===== src/sv/ncq_pkg.sv =====
// Shared types and constants for the nearest palette color quantizer.
// No dependencies; imported by ncq_dist and the top level of the block.
`timescale 1ns / 1ps

package ncq_pkg;

  localparam int FUNC_W  = 2;
  localparam int CHAN_W  = 8;
  localparam int DIST_W  = 18;
  localparam int THR_W   = 20;
  localparam int OUT_W   = 8;

  localparam logic [FUNC_W-1:0] FUNC_LOAD    = 2'd0;
  localparam logic [FUNC_W-1:0] FUNC_PREPARE = 2'd1;
  localparam logic [FUNC_W-1:0] FUNC_PIXEL   = 2'd2;

  localparam logic [THR_W-1:0] NO_NEIGHBOUR = {THR_W{1'b1}};

  typedef struct packed {
    logic [CHAN_W-1:0] red;
    logic [CHAN_W-1:0] green;
    logic [CHAN_W-1:0] blue;
  } color_t;

endpackage


===== src/sv/ncq_dist.sv =====
// Squared RGB distance unit: per-channel squares registered, sum after the register.
// Depends on ncq_pkg.
`timescale 1ns / 1ps

module ncq_dist (
  input  logic                       clk,
  input  ncq_pkg::color_t            color_a,
  input  ncq_pkg::color_t            color_b,
  output logic [ncq_pkg::DIST_W-1:0] sq_sum
);

  import ncq_pkg::*;

  logic [CHAN_W-1:0]   abs_r_c, abs_g_c, abs_b_c;
  logic [2*CHAN_W-1:0] sq_red_r, sq_green_r, sq_blue_r;

  always_comb begin
    abs_r_c = (color_a.red > color_b.red) ? (color_a.red - color_b.red)
                                          : (color_b.red - color_a.red);
    abs_g_c = (color_a.green > color_b.green) ? (color_a.green - color_b.green)
                                              : (color_b.green - color_a.green);
    abs_b_c = (color_a.blue > color_b.blue) ? (color_a.blue - color_b.blue)
                                            : (color_b.blue - color_a.blue);
  end

  always_ff @(posedge clk) begin
    sq_red_r   <= abs_r_c * abs_r_c;
    sq_green_r <= abs_g_c * abs_g_c;
    sq_blue_r  <= abs_b_c * abs_b_c;
  end

  assign sq_sum = DIST_W'(sq_red_r) + DIST_W'(sq_green_r) + DIST_W'(sq_blue_r);

endmodule


===== config.mk =====
export PLATFORM = sky130hd
export DESIGN_NAME = ncq_dist
export DESIGN_NICKNAME = d
export VERILOG_FILES = /design/src/sv/ncq_pkg.sv /design/src/sv/ncq_dist.sv
export SDC_FILE = /design/constraint.sdc
export NUM_CORES = 1
export LEC_CHECK = 0
export BUFFER_PORTS_ARGS = -buffer_cell sky130_fd_sc_hd__buf_2
export CAP_MARGIN = 20
export CORE_MARGIN = 2
export CORE_UTILIZATION = 54
export DETAILED_ROUTE_END_ITERATION = 8
export PLACE_DENSITY = 0.76
export SETUP_SLACK_MARGIN = 0.4
export SYNTH_ARGS = -nofsm -noshare
export SYNTH_HDL_FRONTEND = slang
export SYNTH_SLANG_ARGS = --single-unit

===== constraint.sdc =====
create_clock -name clk -period 7.4 [get_ports clk]
set_input_delay 1.48 -clock clk [delete_from_list [all_inputs] [get_ports clk]]
set_output_delay 1.48 -clock clk [all_outputs]
set_load 0.05 [all_outputs]

# Word level (Yosys, flattened, before mapping)
# Cells that the tools add are included.
# W data, S select, Z words.
[totals]
ff_bits = 48
output_inout_bits = 18
[op_classes]
addsub = 8
n_mul = 3
order_cmp = 3
n_mux = 3
[ops]
columns = ["cell", "n"]
rows = [
  ["$mul A8 B8 Y16", 3],
  ["$sub A8 B8 Y8", 6],
  ["$gt A8 B8 Y1", 3],
  ["$mux W8", 3],
  ["$add A17 B16 Y18", 1],
  ["$add A16 B16 Y17", 1],
]

# Logic depth before layout (Yosys ltp)
[depth]
word_depth = 3
depth_mapped = 27

# Worst setup path before layout
# Ideal clock, no wire load.
[synth_timing]
kind = "in2reg"
from = "input port color_a[0] (netlist bit)"
to = "register sq_blue_r[15]"
setup_time_ps = 120
arrival_ps = 7276
slack_ps = 4
path_stages = 24
cell_sequence = "inv_1 ha_1 inv_1 fa_1 a21o_1 a221oi_4 a21oi_4 mux2i_2 xor2_2 or2_1 inv_1 fa_1 fa_1 inv_1 fa_1 fa_1 inv_1 ha_1 o21a_1 o31a_1 o31a_1 o21a_1 a311o_1 xor2_1"
[synth_via]
elab_chain_len = 3
elab_cells_between_ends = 5
classes_between = "add/sub (2); mul (1); order compare (1); mux (1)"
[synth_lines]
columns = ["element", "line", "rtl"]
rows = [
  ["start: declaration", "ncq_dist.sv:7", "input ncq_pkg::color_t color_a,"],
  ["$sub A8 B8 Y8, or another cell as far along", "ncq_dist.sv:23", ": (color_b.blue - color_a.blue);"],
  ["$mux W8 *", "ncq_dist.sv:22", "abs_b_c = (color_a.blue > color_b.blue) ? (color_a.blue - color_b.blue)"],
  ["$mul A8 B8 Y16 *", "ncq_dist.sv:29", "sq_blue_r <= abs_b_c * abs_b_c;"],
  ["end signal: assignment", "ncq_dist.sv:29", ""],
  ["end: declaration", "ncq_dist.sv:15", "logic [2*CHAN_W-1:0] sq_red_r, sq_green_r, sq_blue_r;"],
]
# Mark *: on every way between the ends. The rest lies on a longest branch, timed or not.

# Worst setup path in the final report
[layout_timing]
from = "input port color_a[7] (netlist bit)"
to = "register sq_blue_r[15]"
# The elaborated chain is that of the path after synthesis.

==> results_dict.tcl <==
set metrics [dict create \
    status "finished, final reports clean" \
    ys.flop_type "dfxtp_1" \
    rsz0062_at_grt "true" \
    final.setup.tns_ps 0 \
    drt-total-wl_um 17980 \
    viasPerCell 5.184 \
    syn_inst 985 \
    worst_pin_slew_ps 630.1 \
    clk_pin_slew_worst_paths_ps 70 \
    max_cap_viol_count 0 \
    required_ps 7580 \
    antenna_left 0 \
    clockBufferDepth 2 \
    num_vias 6988 \
    yosysUniqueCellTypes 64 \
    layout.cells.non_filler 1348 \
    chipHeight_um 131.0 \
    antenna_found_initial 0 \
    track_usage_pct 21.31 \
    cts_sinks 45 \
    hold_buffers 0 \
    ioPinCount 67 \
    place_hpwl_um 14500 \
    synthArstFlopShare_pct 0 \
    grt_max_degree 17 \
    nNetsFinal 1426 \
    core_um2 15830 \
    ctsHtreeMaxLevel 2 \
    layout_common_cells "inv_1, ha_1, fa_1" \
    wire_per_inst_um 13.34 \
    drtIter0Drc 260 \
    io_buffers 66 \
    root_buffer "clkbuf_16" \
    grt_overflow_total 0 \
    grt_pass1_vias 6842 \
    start_kind "input pin" \
    hold_violations 0 \
    rows 46 \
    synth_top_cells_by_area "fa_1, ha_1, dfxtp_1" \
    holdPathEnd "sq_red_r[0]" \
    synth_area_um2 8706 \
    min_from "color_b[16]" \
    avgSynthCellArea_um2 8.838 \
    cp-end-kind "register" \
    yosysTopAreaCellShare_pct 22.31 \
    synth_seq_cells 45 \
    layout_commonest_cell "inv_1" \
    fin_area_um2 10590 \
    die_w_um 131.0 \
    arrival_ps 7240 \
    gp_congestion 0.8837 \
    fmax_mhz 141.6 \
    firstDrtPassIters 7 \
    yosysTopAreaCell "fa_1" \
    ys_seq_area_share_pct 10.35 \
    slew_violations 0 \
    place_area_um2 9736 \
    min_period_ps 7061 \
    post-route-period-util_pct 95.42 \
    grt_pass1_wl_um 30030 \
    slew-limit-headroom_pct 57.55 \
    diodes 0 \
    crit_type "input pin to register" \
    finalSetupViolCount 0 \
    synth-edff-count 0 \
    drc 0 \
    syn_to_final_growth_pct 21.66 \
    crit_fanout 6 \
    ys_warn_count 0 \
    start_util_pct 55.00 \
    drive_above_1_share_pct 25.80 \
    tritoncts "built" \
    die-area_um2 17150 \
    hold_depth 4 \
    post-place-cells 1299 \
    numCtsBuffers 5 \
    hp-class "input pin to register" \
    fillers 1212 \
]
[sequential cells by signal, summed over array words and instances, names as in the netlist]
register / flops
sq_green_r: 15
sq_red_r: 15
sq_blue_r: 15
[cell families (layout without fill, tap and decap cells)]
logic type                 after synthesis  count (layout)  share of synthesized area (%)
and+or+nand+nor                        211             211                          11.96
DFF                                     45              45                          10.35
xor gates and xnor gates                75              75                          8.451
other                                    1               3                        0.04307
buffers and inverters                  218             363                          9.802
AOI/OAI and AO/OA                      170             170                          13.27
adders and majority gates              246             246                          43.72
muxes                                   19              19                          2.414
[how the worst max path moves through the flow]
| stage | slack, ps | end | startpoint | cells after the start |
|---|---|---|---|---|
| floorplan | 390 | sq_blue_r[15] | color_a[0] | 25 |
| global placement | 20 | sq_red_r[12] | color_a[16] | 25 |
| detailed placement | -60 | sq_blue_r[15] | color_a[0] | 26 |
| CTS | 380 | sq_blue_r[15] | color_a[0] | 26 |
| global route | 90 | sq_blue_r[14] | color_a[0] | 25 |
| finish | 340 | sq_blue_r[15] | color_a[7] | 24 |
[per-stage QoR]
| step | hold slack [ps] | util, % | worst slack, ps |
|---|---|---|---|
| floorplan | 1856 | - | 386.8 |
| global placement | 2003 | 61.51 | 19.11 |
| detailed placement | 2003 | 61.51 | -61.78 |
| CTS | 1702 | 64.14 | 377.2 |
| global route | 1725 | 66.92 | 94.02 |
| finish | 1714 | 66.92 | 339.2 |
[critical path, cell delays in order]
cell and delay [ps]:
buf_2 100, ha_1 380, and4_1 250, a22o_1 270, a21oi_4 330, mux2i_2 320
xnor2_2 160, buf_4 170, nor2_4 130, ha_2 290, xor2_1 160, ha_1 290
inv_1 60, fa_1 510, fa_1 540, inv_1 70, ha_4 180, a211oi_2 210
nor2_2 80, o31a_1 310, o31a_1 300, o21a_1 210, a311o_1 280, xor2_1 170
[routing by layer]
layer / vias to the layer above / track usage (%) / routed length (um)
met2: 98 / 39.07 / 9331
li1: 3482 / - / -
met1: 3390 / 28.25 / 8070
met5: - / 0 / 0
met4: 0 / 2.003 / 130
met3: 18 / 2.117 / 449
[cells in the mapped netlist, types with 5 or more instances]
cell type	instances
clkbuf_1	6
o21ai_0	19
nand3b_1	8
buf_2	10
or2_1	5
xor2_1	18
a21o_1	31
nor2_1	94
ha_1	149
inv_1	197
nand2_1	27
or2_2	12
o21a_1	8
nor3_1	11
a21oi_1	60
nand4_1	7
xnor2_1	48
mux2i_1	16
nor2_2	6
o21bai_1	5
nand2b_1	12
a211oi_1	6
dfxtp_1	45
a31oi_1	7
o22ai_1	5
and3_1	6
fa_1	97
[final cells by class]
class                           count  area, um^2  area share, %
Clock inverter                      3       25.02         0.2363
Tap cell                          216       270.3          2.552
Multi-Input combinational cell    724        7470          70.53
Timing Repair Buffer              156        1033          9.758
Inverter                          199       767.0          7.242
Clock buffer                        5       125.1          1.181
Sequential cell                    45       900.9          8.506
[timing repair]
action,in CTS,in global routing
pin swaps,35,62
setup buffers,23,18
endpoints found under the hold margin,0,0
endpoints found under the setup margin,8,15
resized for setup,18,72
Power is left out: the tool's default activity adds up to more than one toggle a clock period on the data nets, which glitch-free logic cannot reach.
